--- config.mk ---
export PLATFORM = sky130hd
export DESIGN_NAME = srht_offset
export DESIGN_NICKNAME = d
export VERILOG_FILES = /design/src/design/srht_pkg.sv /design/src/design/srht_offset.sv
export SDC_FILE = /design/constraint.sdc
export NUM_CORES = 1
export LEC_CHECK = 0
export BUFFER_PORTS_ARGS = -buffer_cell sky130_fd_sc_hd__buf_2
export CORE_MARGIN = 2
export CORE_UTILIZATION = 40
export CTS_CLUSTER_DIAMETER = 120
export DETAILED_ROUTE_END_ITERATION = 8
export GPL_TIMING_DRIVEN = 0
export HOLD_SLACK_MARGIN = 0.03
export PLACE_DENSITY = 0.64
export SKIP_CTS_REPAIR_TIMING = 1
export SYNTH_ARGS = -nofsm -noshare
export SYNTH_HDL_FRONTEND = slang
export SYNTH_SLANG_ARGS = --single-unit
export TNS_END_PERCENT = 50
--- constraint.sdc ---
create_clock -name clk -period 4.2 [get_ports clk]
set_input_delay 0.42 -clock clk [delete_from_list [all_inputs] [get_ports clk]]
set_output_delay 0.42 -clock clk [all_outputs]
set_load 0.005 [all_outputs]
--- src/design/srht_pkg.sv ---
// Shared types and constants for the segment/rectangle hit test pipeline.
// Depends on nothing; every other design file uses it.
package srht_pkg;

  localparam int COORD_BITS = 16;
  localparam int DIFF_BITS  = COORD_BITS + 1;
  localparam int PROD_BITS  = 2 * DIFF_BITS;
  localparam int CROSS_BITS = PROD_BITS + 1;

  // Rectangle corners, counterclockwise; side k runs from corner k to corner k+1.
  localparam int CORNER_LB = 0;
  localparam int CORNER_RB = 1;
  localparam int CORNER_RT = 2;
  localparam int CORNER_LT = 3;
  localparam int NUM_CORNERS = 4;

  localparam int SIDE_BOTTOM = 0;
  localparam int SIDE_RIGHT  = 1;
  localparam int SIDE_TOP    = 2;
  localparam int SIDE_LEFT   = 3;
  localparam int NUM_SIDES   = 4;

  typedef logic signed [COORD_BITS-1:0] coord_t;
  typedef logic signed [DIFF_BITS-1:0]  diff_t;
  typedef logic signed [PROD_BITS-1:0]  prod_t;
  typedef logic signed [CROSS_BITS-1:0] cross_t;

  // Ordered rectangle, segment endpoints, segment bounding box and direction.
  typedef struct packed {
    coord_t left;
    coord_t right;
    coord_t bottom;
    coord_t top;
    coord_t sx;
    coord_t sy;
    coord_t ex;
    coord_t ey;
    coord_t lo_x;
    coord_t hi_x;
    coord_t lo_y;
    coord_t hi_y;
    diff_t  dx;
    diff_t  dy;
  } order_t;

  typedef struct packed {
    logic                 box_ok;    // segment box overlaps the rectangle
    logic                 end_in;    // an endpoint lies in the rectangle
    logic [NUM_SIDES-1:0] side_box;  // segment box overlaps each side's box
  } flags_t;

  typedef struct packed {
    flags_t flags;
    diff_t  dx;
    diff_t  dy;
    diff_t  ux_l;  // left   - sx
    diff_t  ux_r;  // right  - sx
    diff_t  uy_b;  // bottom - sy
    diff_t  uy_t;  // top    - sy
  } offset_t;

  // Per corner: dx * (py - sy) and dy * (px - sx).
  typedef struct packed {
    flags_t                  flags;
    prod_t [NUM_CORNERS-1:0] pa;
    prod_t [NUM_CORNERS-1:0] pb;
  } cross_prod_t;

  // Exact difference of two coordinates, one bit wider.
  function automatic diff_t sub_c(coord_t a, coord_t b);
    return diff_t'({a[COORD_BITS-1], a}) - diff_t'({b[COORD_BITS-1], b});
  endfunction

endpackage

--- src/design/srht_offset.sv ---
// Stage 2: overlap and containment flags, corner offsets from the start point.
// Uses srht_pkg.
module srht_offset (
  input  logic                clk,
  input  logic                rst,
  input  logic                in_valid,
  output logic                in_ready,
  input  srht_pkg::order_t    in_data,
  output logic                out_valid,
  input  logic                out_ready,
  output srht_pkg::offset_t   out_data
);
  import srht_pkg::*;

  offset_t data_next;
  logic    x_ovl;
  logic    y_ovl;
  logic    s_in;
  logic    e_in;

  assign in_ready = !out_valid || out_ready;

  always_comb begin
    x_ovl = (in_data.lo_x <= in_data.right) && (in_data.left <= in_data.hi_x);
    y_ovl = (in_data.lo_y <= in_data.top) && (in_data.bottom <= in_data.hi_y);
    s_in  = (in_data.sx >= in_data.left) && (in_data.sx <= in_data.right) &&
            (in_data.sy >= in_data.bottom) && (in_data.sy <= in_data.top);
    e_in  = (in_data.ex >= in_data.left) && (in_data.ex <= in_data.right) &&
            (in_data.ey >= in_data.bottom) && (in_data.ey <= in_data.top);

    data_next.flags.box_ok = x_ovl && y_ovl;
    data_next.flags.end_in = s_in || e_in;
    // A side is a flat box: the segment's span must straddle its fixed coordinate.
    // The orientation of the side's corners against the segment line is checked in srht_decide.
    data_next.flags.side_box[SIDE_BOTTOM] = x_ovl &&
      (in_data.lo_y <= in_data.bottom) && (in_data.bottom <= in_data.hi_y);
    data_next.flags.side_box[SIDE_TOP] = x_ovl &&
      (in_data.lo_y <= in_data.top) && (in_data.top <= in_data.hi_y);
    data_next.flags.side_box[SIDE_RIGHT] = y_ovl &&
      (in_data.lo_x <= in_data.right) && (in_data.right <= in_data.hi_x);
    data_next.flags.side_box[SIDE_LEFT] = y_ovl &&
      (in_data.lo_x <= in_data.left) && (in_data.left <= in_data.hi_x);

    data_next.dx   = in_data.dx;
    data_next.dy   = in_data.dy;
    data_next.ux_l = sub_c(in_data.left, in_data.sx);
    data_next.ux_r = sub_c(in_data.right, in_data.sx);
    data_next.uy_b = sub_c(in_data.bottom, in_data.sy);
    data_next.uy_t = sub_c(in_data.top, in_data.sy);
  end

  always_ff @(posedge clk) begin
    if (rst) begin
      out_valid <= 1'b0;
    end else if (in_ready) begin
      out_valid <= in_valid;
    end
  end

  always_ff @(posedge clk) begin
    if (in_ready && in_valid) begin
      out_data <= data_next;
    end
  end

endmodule

# Yosys cells after proc, flatten, opt, wreduce, memory -nomap -nowiden
# Index checks and enable logic that the tools add are counted.
# W data, S select, Z words.
dict set report word_totals {
  ff_bits 109
  inputBits 230
  elab_cells 51
}
dict set report op_classes {
  add_sub_neg 4
  n_lt_le_gt_ge 16
  n_reduce_logical 21
}
# cell n
set op_table {}
lappend op_table {{$le A16 B16 Y1} 12}
lappend op_table {{$sub A16 B16 Y17} 4}
lappend op_table {{$ge A16 B16 Y1} 4}
lappend op_table {{$logic_and A1 B1 Y1} 18}
lappend op_table {{$logic_or A1 B1 Y1} 2}
lappend op_table {{$logic_not A1 Y1} 1}

# Depth between registers and ports, before layout
# Gate-level depths: netlist of the first run.
dict set report logic_depth {
  depth_word 5
  depth_mapped 11
  ltp_nobuf 11
}

# Least setup slack after synthesis of the first run
# Ideal clock, no wire load.
dict set report synth_path {
  kind {input to register}
  start {input out_ready}
  end {register out_data[0] (netlist name) (enable)}
  t_arrival_ns 3.081
  t_required_ns 3.720
  path_slack_ns 0.640
  path_stages 2
  cell_sequence {nand2b_1 -> and2_1}
}
dict set report synth_via {
  elab_chain_cells 2
}
# item line_no
set synth_rtl {}
lappend synth_rtl {{from (decl)} srht_offset.sv:10} ;# input logic out_ready,
lappend synth_rtl {{$logic_or A1 B1 Y1} srht_offset.sv:21} ;# assign in_ready = !out_valid || out_ready;
lappend synth_rtl {{$logic_and A1 B1 Y1} srht_offset.sv:61} ;# if (in_ready && in_valid) begin
lappend synth_rtl {{to (signal assigned)} srht_offset.sv:62} ;# out_data <= data_next;
lappend synth_rtl {{to (decl)} srht_offset.sv:11} ;# output srht_pkg::offset_t out_data
# No other way between the ends.
# A chain may end at the register's enable or synchronous reset.

==> qor.txt, run 1 <==
Warnings, synthesis: 0
dpl ws: 1.06 ns
critical path endpoint: out_data[104]$_DFFE_PP_
final worst hold slack: 0.209 ns
Reg2Reg Capture Point: out_data[3]$_DFFE_PP_
Worst Path Required: 4.39 ns
setup repair after global routing missed its margin: false
global-route wire length before repair: 51,700 um
number of buffers created by CTS: 9
P&R area growth vs syn: 22.7%
weighted congestion reported at the end of routability-driven placement: 0.936
shortest clock period the worst path allows after layout: 2.75 ns
number of H-tree levels: 3
CTS tree: yes
Setup Skew: 0.00691 ns
critical setup path kind: input pin to flip-flop
leading register cell type out of synthesis: edfxtp_1
library cell occupying the most area in the post-synthesis netlist: ha_1
count of endpoints failing setup in the final report: 0
sinks on the clock net: 109
post-synthesis instance area: 0.0111 sq mm
clock buffer depth: 2
static leakage power: 6.89 nW
Setup Total Neg Slack: 0 ns
setup slack after layout: 1.45 ns
most frequent CP cell: nor3_1
Total Routed Length: 34,900 um
number of synthesized flops with an enable pin: 108
proportion of synthesized flip-flops having asynchronous set or reset: 0%
via count of the first global-routing pass: 10.0k
Reg2Reg Launch Point: out_valid$_SDFFE_PP0N_
top achievable clock speed: 363 MHz
cells traversed along the worst timing path: buf_2, inv_1, ha_1, nand4_1, nor3_1, o21ai_0, a21oi_1, nor3_1, mux2_2, a21boi_0, nor3b_1
Residual DRC: 0
leading cell types in the layout, fill and taps excluded: 339 x buf_2, 260 x ha_1, 158 x inv_1
I/O pin count: 340
worst-path cell with the longest stage delay: a21boi_0
number of slew-limit violations in the final report: 0
number of antenna violations at the first check in global routing: 3
clock root cell: clkbuf_16
worst slew slack as a fraction of its limit: 58.3%
beginning of the worst hold path: rst
part of the Yosys area used for sequential elements: 29.3%
flops & latches, synth: 109
Std-Cell Core Area: 0.0276 sq mm
gate count after technology mapping: 1,177
Critical Path Start: in_data[207]
DR pass1 iterations: 7
global-route total usage across every layer: 23.3%
Routed wire per std cell: 18.2 um
Die Area: 0.0292 sq mm
number of filler instances in the final layout: 2,691
portion of synthesized cell area occupied by the leading cell type: 29.2%
detailed-route via count: 10.2k
number of buffers added on ports: 339
reg2reg path depth: 3
class of the worst hold path: input pin to flip-flop
starting DRC count in detailed routing: 557
slew at the pin closest to its max-slew limit: 0.609 ns
count of antenna-violating nets left after detailed routing: 0
data arrival at the endpoint of the critical path: 2.95 ns
maximum single-stage delay on the critical path: 0.51 ns
number of failing hold endpoints at the final stage: 0
most common library cell in the layout ignoring fill and taps: buf_2
critical path endpoint category: flip-flop
placed wire-length estimate: 30,700 um
dominant cells by area after synthesis: ha_1 29%, edfxtp_1 29%, inv_1 5.3%
setup slack, reg-to-reg: 2.50 ns
highest fanout seen on the critical path: 3
Synthesized Nets: 1,671
initial core utilization: 40.3%
number of vias per cell after detailed routing: 5.34
number of cell rows: 61
nets@finish: 2,022
later-pin clock latency in the skew report: 0.35 ns
Die H: 171 um
number of maximum-capacitance constraint violations: 0
sort of element at the start of the critical path: input pin
maximum number of pins on one net before global-route repair: 68
result of the run: finished, final reports clean
post-route clock period utilization: 65.6%
Util after Layout: 49.5%
GRT overflow: 0
ratio of cells with drive above 1 in the final layout: 23.7%
power density over the cells: 260 mW/mm^2
unique cell type count in the Yosys netlist: 63
Reg clk slew, reported paths: 0.08 ns
maximum resistive drop on vdd: 186 uV
mean cell area of the mapped netlist: 9.46 sq um
die extent in x: 171 um
## report_power, final
part           internal [W]  total (W)  switching, W
Clock              0.000436   0.000895      0.000459
Sequential          0.00134    0.00137     0.0000244
Combinational      0.000561    0.00129      0.000725
## worst min path at each step
stage,end,slack (ns),cells past startpoint
2_1_floorplan,out_valid$_SDFFE_PP0N_,0.49,1
3_3_place_gp,out_valid$_SDFFE_PP0N_,0.49,2
3_5_place_dp,out_valid$_SDFFE_PP0N_,0.52,2
6_report,out_valid$_SDFFE_PP0N_,0.21,2
5_1_grt,out_valid$_SDFFE_PP0N_,0.20,2
4_1_cts,out_valid$_SDFFE_PP0N_,0.20,2
## routing by layer
layer / global-route usage, % / vias up / share of wire (%)
li1: - / 5103 / -
met1: 27.0 / 4717 / 40
met2: 41.7 / 348 / 49
met3: 5.48 / 47 / 8.1
met4: 8.33 / 2 / 3.0
met5: 0 / - / 0.046
## sequential cells by signal (all words and copies together), names as in the netlist
signal,flops
out_data,108
out_valid,1
## cell families after synthesis
family / share of synthesized area [%]
and+or+nand+nor: 13.5
AOI/OAI and AO/OA: 18.1
buffers and inverters: 5.49
DFF: 29.3
xor gates and xnor gates: 3.22
adders and majority gates: 29.9
muxes: 0.461
## cell usage after synthesis (all sizes together), types with 4 or more instances
| library cell | number |
|---|---|
| o21ai | 50 |
| o311ai | 5 |
| a21o | 47 |
| ha | 260 |
| o211ai | 13 |
| nor4 | 10 |
| a211oi | 10 |
| nand4 | 39 |
| o21a | 19 |
| fa | 4 |
| nor2 | 68 |
| nor2b | 33 |
| o21bai | 12 |
| nand2b | 17 |
| nor3 | 15 |
| a211o | 4 |
| o31a | 4 |
| a31oi | 7 |
| and3 | 9 |
| o22ai | 4 |
| inv | 158 |
| xor2 | 9 |
| and4 | 7 |
| nand3 | 31 |
| a2111oi | 8 |
| mux2i | 4 |
| nand2 | 39 |
| clkbuf | 4 |
| edfxtp | 108 |
| xnor2 | 32 |
| a21boi | 7 |
| o2111ai | 5 |
| a21oi | 94 |
## layout make-up
cell class / count / area, sq um / share of cell area (%)
Inverter: 158 / 593 / 4.34
Multi-Input combinational cell: 905 / 7270 / 53.2
Clock inverter: 7 / 91.3 / 0.668
Clock buffer: 9 / 225 / 1.65
Timing Repair Buffer: 340 / 1720 / 12.6
Buffer: 5 / 18.8 / 0.137
Antenna cell: 3 / 7.51 / 0.0549
Sequential cell: 109 / 3260 / 23.9
Tap cell: 378 / 473 / 3.46
## metrics by stage
| stage | instance area, sq um | power (W) | instances |
|---|---|---|---|
| after CTS | 13700 | 0.00358 | 1911 |
| after detailed placement | 13300 | 0.00268 | 1895 |
| final | 13700 | 0.00355 | 1914 |
| after global routing | 13700 | 0.00378 | 1913 |
| after global placement | 13300 | 0.00265 | 1894 |
| after floorplan | 11100 | 0.00217 | 1177 |
## worst max-delay path: cells and delay by family
| kind | cells | cell delay [ns] |
|---|---|---|
| fa+ha+maj | 1 | 0.31 |
| buf+inv | 2 | 0.26 |
| simple gates | 4 | 0.80 |
| mux | 1 | 0.31 |
| compound gates | 3 | 0.86 |
Power figures use the tool's default switching activity.
==> inputs of run 2 (changes only) <==
==> constraint.sdc (replaced) <==
create_clock -name clk -period 2.7 [get_ports clk]
set_input_delay 0.27 -clock clk [delete_from_list [all_inputs] [get_ports clk]]
set_output_delay 0.27 -clock clk [all_outputs]
set_load 0.005 [all_outputs]
==> run 2 against run 1 <==
Worst setup slack lost 1.2 ns. Flip-flop and latch count unchanged. Die area did not move. Sequential power rose by 55%. Cell area decreased by 0.14%. Final cell count decreased by 0.10%. Routed wire length increased by 1.7%. Core utilization down 0.068 points. First-iteration DRC count is 7.7% higher. Global-route usage increased by 0.56 points. Via count is 0.12% higher. Clock power increased by 55%. Critical endpoint is now out_data[106]$_DFFE_PP_. Highest routed layer unchanged.
==> qor.txt, run 2 (synthesis gave the netlist of run 1 again) <==
result of the run: finished, final reports clean (unchanged)
number of vias per cell after detailed routing: 5.35 (was 5.34)
number of failing hold endpoints at the final stage: 0 (unchanged)
sort of element at the start of the critical path: input pin (unchanged)
Reg2Reg Launch Point: out_valid$_SDFFE_PP0N_ (unchanged)
Reg2Reg Capture Point: out_data[52]$_DFFE_PP_ (was out_data[3]$_DFFE_PP_)
number of buffers created by CTS: 9 (unchanged)
DR pass1 iterations: 6 (was 7)
count of endpoints failing setup in the final report: 0 (unchanged)
switching pwr: 0.00190 W (was 0.00121 W)
number of cell rows: 61 (unchanged)
later-pin clock latency in the skew report: 0.37 ns (was 0.35 ns)
highest fanout seen on the critical path: 3 (unchanged)
placed wire-length estimate: 31,200 um (was 30,700 um)
detailed-route via count: 10.2k (about the same)
power density over the cells: 405 mW/mm^2 (was 260 mW/mm^2)
dpl ws: -0.189 ns (was 1.06 ns)
ratio of cells with drive above 1 in the final layout: 23.7% (unchanged)
global-route total usage across every layer: 23.8% (was 23.3%)
data arrival at the endpoint of the critical path: 2.61 ns (was 2.95 ns)
GRT overflow: 0 (unchanged)
post-route clock period utilization: 92.4%
P&R area growth vs syn: 22.5% (was 22.7%)
nets@finish: 2,022 (unchanged)
setup repair after global routing missed its margin: false (unchanged)
setup slack, reg-to-reg: 0.97 ns (was 2.50 ns)
Total Routed Length: 35,500 um (was 34,900 um)
shortest clock period the worst path allows after layout: 2.49 ns
Routed wire per std cell: 18.5 um (was 18.2 um)
initial core utilization: 40.3% (unchanged)
reg2reg path depth: 3 (unchanged)
critical setup path kind: input pin to flip-flop (unchanged)
share of power burned in the clock network: 25.1% (was 25.2%)
slew at the pin closest to its max-slew limit: 0.688 ns (was 0.609 ns)
post-route design area: 0.0136 sq mm (was 0.0137 sq mm)
via count of the first global-routing pass: 10.1k (was 10.0k)
static leakage power: 6.89 nW (about the same)
Die H: 171 um (unchanged)
global route hottest layer: met2 (unchanged)
clock root cell: clkbuf_16 (unchanged)
clock buffer depth: 2 (unchanged)
setup slack after layout: 0.205 ns (was 1.45 ns)
maximum resistive drop on vdd: 284 uV (was 186 uV)
number of H-tree levels: 3 (unchanged)
class of the worst hold path: input pin to flip-flop (unchanged)
max FFs per register: 108 (unchanged)
biggest registers after layout: out_data (108), out_valid (1) (unchanged)
count of antenna-violating nets left after detailed routing: 0 (unchanged)
beginning of the worst hold path: rst (unchanged)
worst hold stages: 2 (unchanged)
critical path endpoint category: flip-flop (unchanged)
worst slew slack as a fraction of its limit: 53.0% (was 58.3%)
Std-Cell Core Area: 0.0276 sq mm (unchanged)
weighted congestion reported at the end of routability-driven placement: 0.936 (about the same)
number of antenna violations at the first check in global routing: 4 (was 3)
sink of the worst hold path: out_valid$_SDFFE_PP0N_ (unchanged)
Die Area: 0.0292 sq mm (unchanged)
leading cell types in the layout, fill and taps excluded: 339 x buf_2, 260 x ha_1, 158 x inv_1 (unchanged)
Worst Path Required: 2.82 ns (was 4.39 ns)
most frequent CP cell: o211ai_1 (was nor3_1)
Reg power frac: 38.6% (about the same)
number of slew-limit violations in the final report: 0 (unchanged)
starting DRC count in detailed routing: 600 (was 557)
die extent in x: 171 um (unchanged)
net switching fraction of the power: 34.4% (was 34.0%)
Residual DRC: 0 (unchanged)
global-route wire length before repair: 52,800 um (was 51,700 um)
most common library cell in the layout ignoring fill and taps: buf_2 (unchanged)
power share of the combinational group: 36.3% (was 36.2%)
number of maximum-capacitance constraint violations: 0 (unchanged)
CTS tree: yes (unchanged)
Reg clk slew, reported paths: 0.08 ns (about the same)
register with the most flip-flops: out_data (unchanged)
worst-path cell with the longest stage delay: a2111oi_0 (was a21boi_0)
I/O pin count: 340 (unchanged)
met3 track demand over resource in global routing: 5.11% (was 5.48%)
top achievable clock speed: 401 MHz
area post-placement: 0.0133 sq mm (unchanged)
number of buffers added on ports: 339 (unchanged)
global-route met1 utilization: 27.8% (was 27.0%)
maximum single-stage delay on the critical path: 0.49 ns (was 0.51 ns)
cell-internal power: 0.00362 W (was 0.00234 W)
cells traversed along the worst timing path: buf_2, inv_1, ha_1, nor2b_1, o211ai_1, a21oi_1, a2111oi_0, mux2i_1, o21ai_0, o211ai_1, o22ai_1 (was buf_2, inv_1, ha_1, nand4_1, nor3_1, o21ai_0, a21oi_1, nor3_1, mux2_2, a21boi_0, nor3b_1)
met2 capacity usage during global routing: 43.2% (was 41.7%)
Setup Skew: 0.00780 ns (was 0.00691 ns)
sinks on the clock net: 109 (unchanged)
maximum number of pins on one net before global-route repair: 68 (unchanged)
-- run 2: layout make-up --
type | instances | area, sq um
Clock buffer | 9 | 225
Antenna cell | 1 | 2.50
Sequential cell | 109 | 3260
Tap cell | 378 | 473
Fill cell | 2745 | 14000
Clock inverter | 7 | 77.6
Timing Repair Buffer | 340 | 1720
Multi-Input combinational cell | 905 | 7270
Buffer | 5 | 18.8
Inverter | 158 | 593
-- run 2: through the flow --
step | total power (W) | utilization [%] | hold slack (ns) | setup TNS (ns) | std cells
finish | 0.00552 | 49.4 | 0.0438 | 0 | 1912
global route | 0.00586 | 49.4 | 0.0528 | 0 | 1911
CTS | 0.00556 | 49.4 | 0.0345 | 0 | 1911
detailed placement | 0.00417 | 48.3 | 0.435 | -1.22 | 1895
global placement | 0.00413 | 48.2 | 0.427 | -12.65 | 1894
floorplan | 0.00337 | - | 0.339 | 0 | 1177
-- run 2: routing by layer --
metal  share of wire (%)  vias to the layer above  wire length, um
li1                    -                     5095                -
met1                  42                     4736            14800
met2                  49                      344            17300
met3                 7.2                       50             2540
met4                 2.4                        4              864
met5               0.068                        -               24
-- run 2: worst max-delay path by stage --
stage	from	endpoint	slack (ns)	depth (start not counted)
after global placement	in_data[207]	out_data[107]$_DFFE_PP_	-0.19	11
final	in_data[211]	out_data[106]$_DFFE_PP_	0.21	11
after CTS	in_data[209]	out_data[107]$_DFFE_PP_	0.20	11
after global routing	in_data[211]	out_data[106]$_DFFE_PP_	0.02	11
after floorplan	in_data[149]	out_data[106]$_DFFE_PP_	0.31	10
after detailed placement	in_data[209]	out_data[104]$_DFFE_PP_	-0.19	11
-- run 2: worst max-delay path, delay by kind of cell --
family	cells	cell delay, ns
compound gates	6	1.40
fa+ha+maj	1	0.28
mux	1	0.23
simple gates	1	0.13
buf+inv	2	0.30
-- run 2: power by group through the flow --
stage | clock network, W | registers [W] | logic [W]
final | 0.00139 | 0.00213 | 0.00200
after global routing | 0.00146 | 0.00215 | 0.00225
after CTS | 0.00142 | 0.00214 | 0.00200
after detailed placement | 0 | 0.00218 | 0.00199
after global placement | 0 | 0.00218 | 0.00196
after floorplan | 0 | 0.00220 | 0.00117
==> inputs of run 3 (changes only) <==
--- a/config.mk
+++ b/config.mk
@@ -6,13 +6,12 @@
 export NUM_CORES = 1
 export LEC_CHECK = 0
 export BUFFER_PORTS_ARGS = -buffer_cell sky130_fd_sc_hd__buf_2
-export CORE_MARGIN = 2
 export CORE_UTILIZATION = 40
-export CTS_CLUSTER_DIAMETER = 120
+export CTS_CLUSTER_DIAMETER = 150
 export DETAILED_ROUTE_END_ITERATION = 8
 export GPL_TIMING_DRIVEN = 0
 export HOLD_SLACK_MARGIN = 0.03
-export PLACE_DENSITY = 0.64
+export PLACE_DENSITY_LB_ADDON = 0.25
 export SKIP_CTS_REPAIR_TIMING = 1
 export SYNTH_ARGS = -nofsm -noshare
 export SYNTH_HDL_FRONTEND = slang
==> run 3 against run 2 <==
Die area decreased by 2.3%. First-iteration DRC count down 5.8%. Power grew 0.59%. Routed wire length decreased by 4.1%. Count of clock-buffer cells in the layout unchanged. Non-clock buffer count is the same. Cell area increased by 0.17%. Highest routed layer unchanged. Global-route usage is 0.30 points lower. Combinational power barely moved.
==> qor.txt, run 3 (synthesis gave the netlist of run 1 again) <==
nets@finish: 2,022 (unchanged)
placed wire-length estimate: 29,900 um (was 31,200 um)
top layer used by detailed routing: met5 (unchanged)
most frequent CP cell: o211ai_1 (unchanged)
Worst Path Required: 2.81 ns (was 2.82 ns)
clock root cell: clkbuf_16 (unchanged)
Residual DRC: 0 (unchanged)
sort of element at the start of the critical path: input pin (unchanged)
Total Routed Length: 34,000 um (was 35,500 um)
DR pass1 iterations: 5 (was 6)
slew at the pin closest to its max-slew limit: 0.640 ns (was 0.688 ns)
power density over the cells: 406 mW/mm^2 (was 405 mW/mm^2)
post-route clock period utilization: 94.4% (was 92.4%)
number of buffers created by CTS: 9 (unchanged)
met3 WL post-DR: 2570 um (was 2540 um)
reg2reg path depth: 3 (unchanged)
non-filler instance count after layout: 1,910 (was 1,912)
P&R area growth vs syn: 22.7% (was 22.5%)
worst-path cell with the longest stage delay: a2111oi_0 (unchanged)
number of failing hold endpoints at the final stage: 0 (unchanged)
Routed wire per std cell: 17.8 um (was 18.5 um)
CTS tree: yes (unchanged)
maximum number of pins on one net before global-route repair: 67 (was 68)
later-pin clock latency in the skew report: 0.36 ns (was 0.37 ns)
die extent in x: 169 um (was 171 um)
worst slew slack as a fraction of its limit: 57.3% (was 53.0%)
Die H: 169 um (was 171 um)
sinks on the clock net: 109 (unchanged)
number of slew-limit violations in the final report: 0 (unchanged)
number of buffers added on ports: 339 (unchanged)
initial core utilization: 41.1% (was 40.3%)
number of cell rows: 60 (was 61)
Setup Skew: 0.00691 ns (was 0.00780 ns)
GRT overflow: 0 (unchanged)
weighted congestion reported at the end of routability-driven placement: 0.939 (was 0.936)
shortest clock period the worst path allows after layout: 2.55 ns (was 2.49 ns)
biggest registers after layout: out_data (108), out_valid (1) (unchanged)
met2 wirelength from detailed routing: 16,600 um (was 17,300 um)
cells traversed along the worst timing path: buf_2, inv_1, ha_1, nor2b_1, o211ai_1, a21oi_1, a2111oi_0, mux2i_1, o21ai_0, o211ai_1, o22ai_1 (unchanged)
detailed-route via count: 10.2k (about the same)
register with the most flip-flops: out_data (unchanged)
leading cell types in the layout, fill and taps excluded: 339 x buf_2, 260 x ha_1, 158 x inv_1 (unchanged)
number of H-tree levels: 3 (unchanged)
number of filler instances in the final layout: 2,621 (was 2,745)
clock buffer depth: 2 (unchanged)
critical setup path kind: input pin to flip-flop (unchanged)
highest fanout seen on the critical path: 3 (unchanged)
Std-Cell Core Area: 0.0271 sq mm (was 0.0276 sq mm)
static leakage power: 6.90 nW (was 6.89 nW)
number of antenna violations at the first check in global routing: 8 (was 4)
data arrival at the endpoint of the critical path: 2.66 ns (was 2.61 ns)
maximum resistive drop on vdd: 387 uV (was 284 uV)
worst hold stages: 2 (unchanged)
starting DRC count in detailed routing: 565 (was 600)
number of maximum-capacitance constraint violations: 0 (unchanged)
Reg clk slew, reported paths: 0.09 ns (was 0.08 ns)
dpl ws: -0.518 ns (was -0.189 ns)
detailed-route wire length on metal 1: 13,700 um (was 14,800 um)
number of cells in the design after placement: 1,889 (was 1,895)
maximum single-stage delay on the critical path: 0.52 ns (was 0.49 ns)
ratio of cells with drive above 1 in the final layout: 23.7% (about the same)
setup slack after layout: 0.152 ns (was 0.205 ns)
number of vias per cell after detailed routing: 5.32 (was 5.35)
critical path endpoint category: flip-flop (unchanged)
global-route wire length before repair: 51,300 um (was 52,800 um)
count of antenna-violating nets left after detailed routing: 0 (unchanged)
class of the worst hold path: input pin to flip-flop (unchanged)
result of the run: finished, final reports clean (unchanged)
I/O pin count: 340 (unchanged)
final worst hold slack: 0.0455 ns (was 0.0438 ns)
Die Area: 0.0285 sq mm (was 0.0292 sq mm)
count of endpoints failing setup in the final report: 0 (unchanged)
most common library cell in the layout ignoring fill and taps: buf_2 (unchanged)
via count of the first global-routing pass: 10.1k (about the same)
global-route total usage across every layer: 23.5% (was 23.8%)
max FFs per register: 108 (unchanged)
top achievable clock speed: 392 MHz (was 401 MHz)
Setup Total Neg Slack: 0 ns (unchanged)
-- run 3: changes by cell type in the layout (fill, tap and decap cells not counted), sizes merged --
cell    delta
diode      +4
clkinv     -2
inv        +2
-- run 3: metrics by stage --
stage / instance area, sq um / power [W] / utilization, %
final: 13700 / 0.00555 / 50.4
after global routing: 13700 / 0.00590 / 50.4
after CTS: 13700 / 0.00560 / 50.4
after detailed placement: 13300 / 0.00415 / 49.2
after global placement: 13300 / 0.00411 / 49.1
after floorplan: 11100 / 0.00337 / -
-- run 3: cell type report --
class / instances / area, sq um / area share (%)
Multi-Input combinational cell: 905 / 7270 / 53.2
Sequential cell: 109 / 3260 / 23.9
Timing Repair Buffer: 340 / 1720 / 12.6
Inverter: 158 / 593 / 4.34
Tap cell: 372 / 465 / 3.41
Clock buffer: 9 / 225 / 1.65
Clock inverter: 7 / 93.8 / 0.687
Buffer: 5 / 18.8 / 0.137
Antenna cell: 5 / 12.5 / 0.0915
-- run 3: worst paths after layout --
kind                          start                      end  slack [ns]
min reg2reg  out_valid$_SDFFE_PP0N_   out_valid$_SDFFE_PP0N_        0.52
max reg2reg  out_valid$_SDFFE_PP0N_   out_data[44]$_DFFE_PP_        0.97
max                    in_data[211]  out_data[106]$_DFFE_PP_        0.15
min                             rst   out_valid$_SDFFE_PP0N_        0.05
-- run 3: per-layer routing --
layer  vias to the layer above  track usage, %
li1                       5099               -
met1                      4647            26.5
met2                       351            42.5
met3                        58            5.73
met4                         4            9.25
met5                         -               0
-- run 3: report_power, final --
| group | leakage (nW) | total [W] | switching [W] | internal [W] |
|---|---|---|---|---|
| Clock | 0.154 | 0.00143 | 0.000752 | 0.000683 |
| Sequential | 1.05 | 0.00213 | 0.0000357 | 0.00209 |
| Combinational | 5.69 | 0.00199 | 0.00112 | 0.000873 |
-- run 3: worst max-delay path, delay by kind of cell --
kind	cells	cell delay, ns
adder cells (fa/ha/maj)	1	0.27
buffers and inverters	2	0.29
multiplexers	1	0.24
AND/OR/NAND/NOR	1	0.14
AO/OA/AOI/OAI	6	1.45
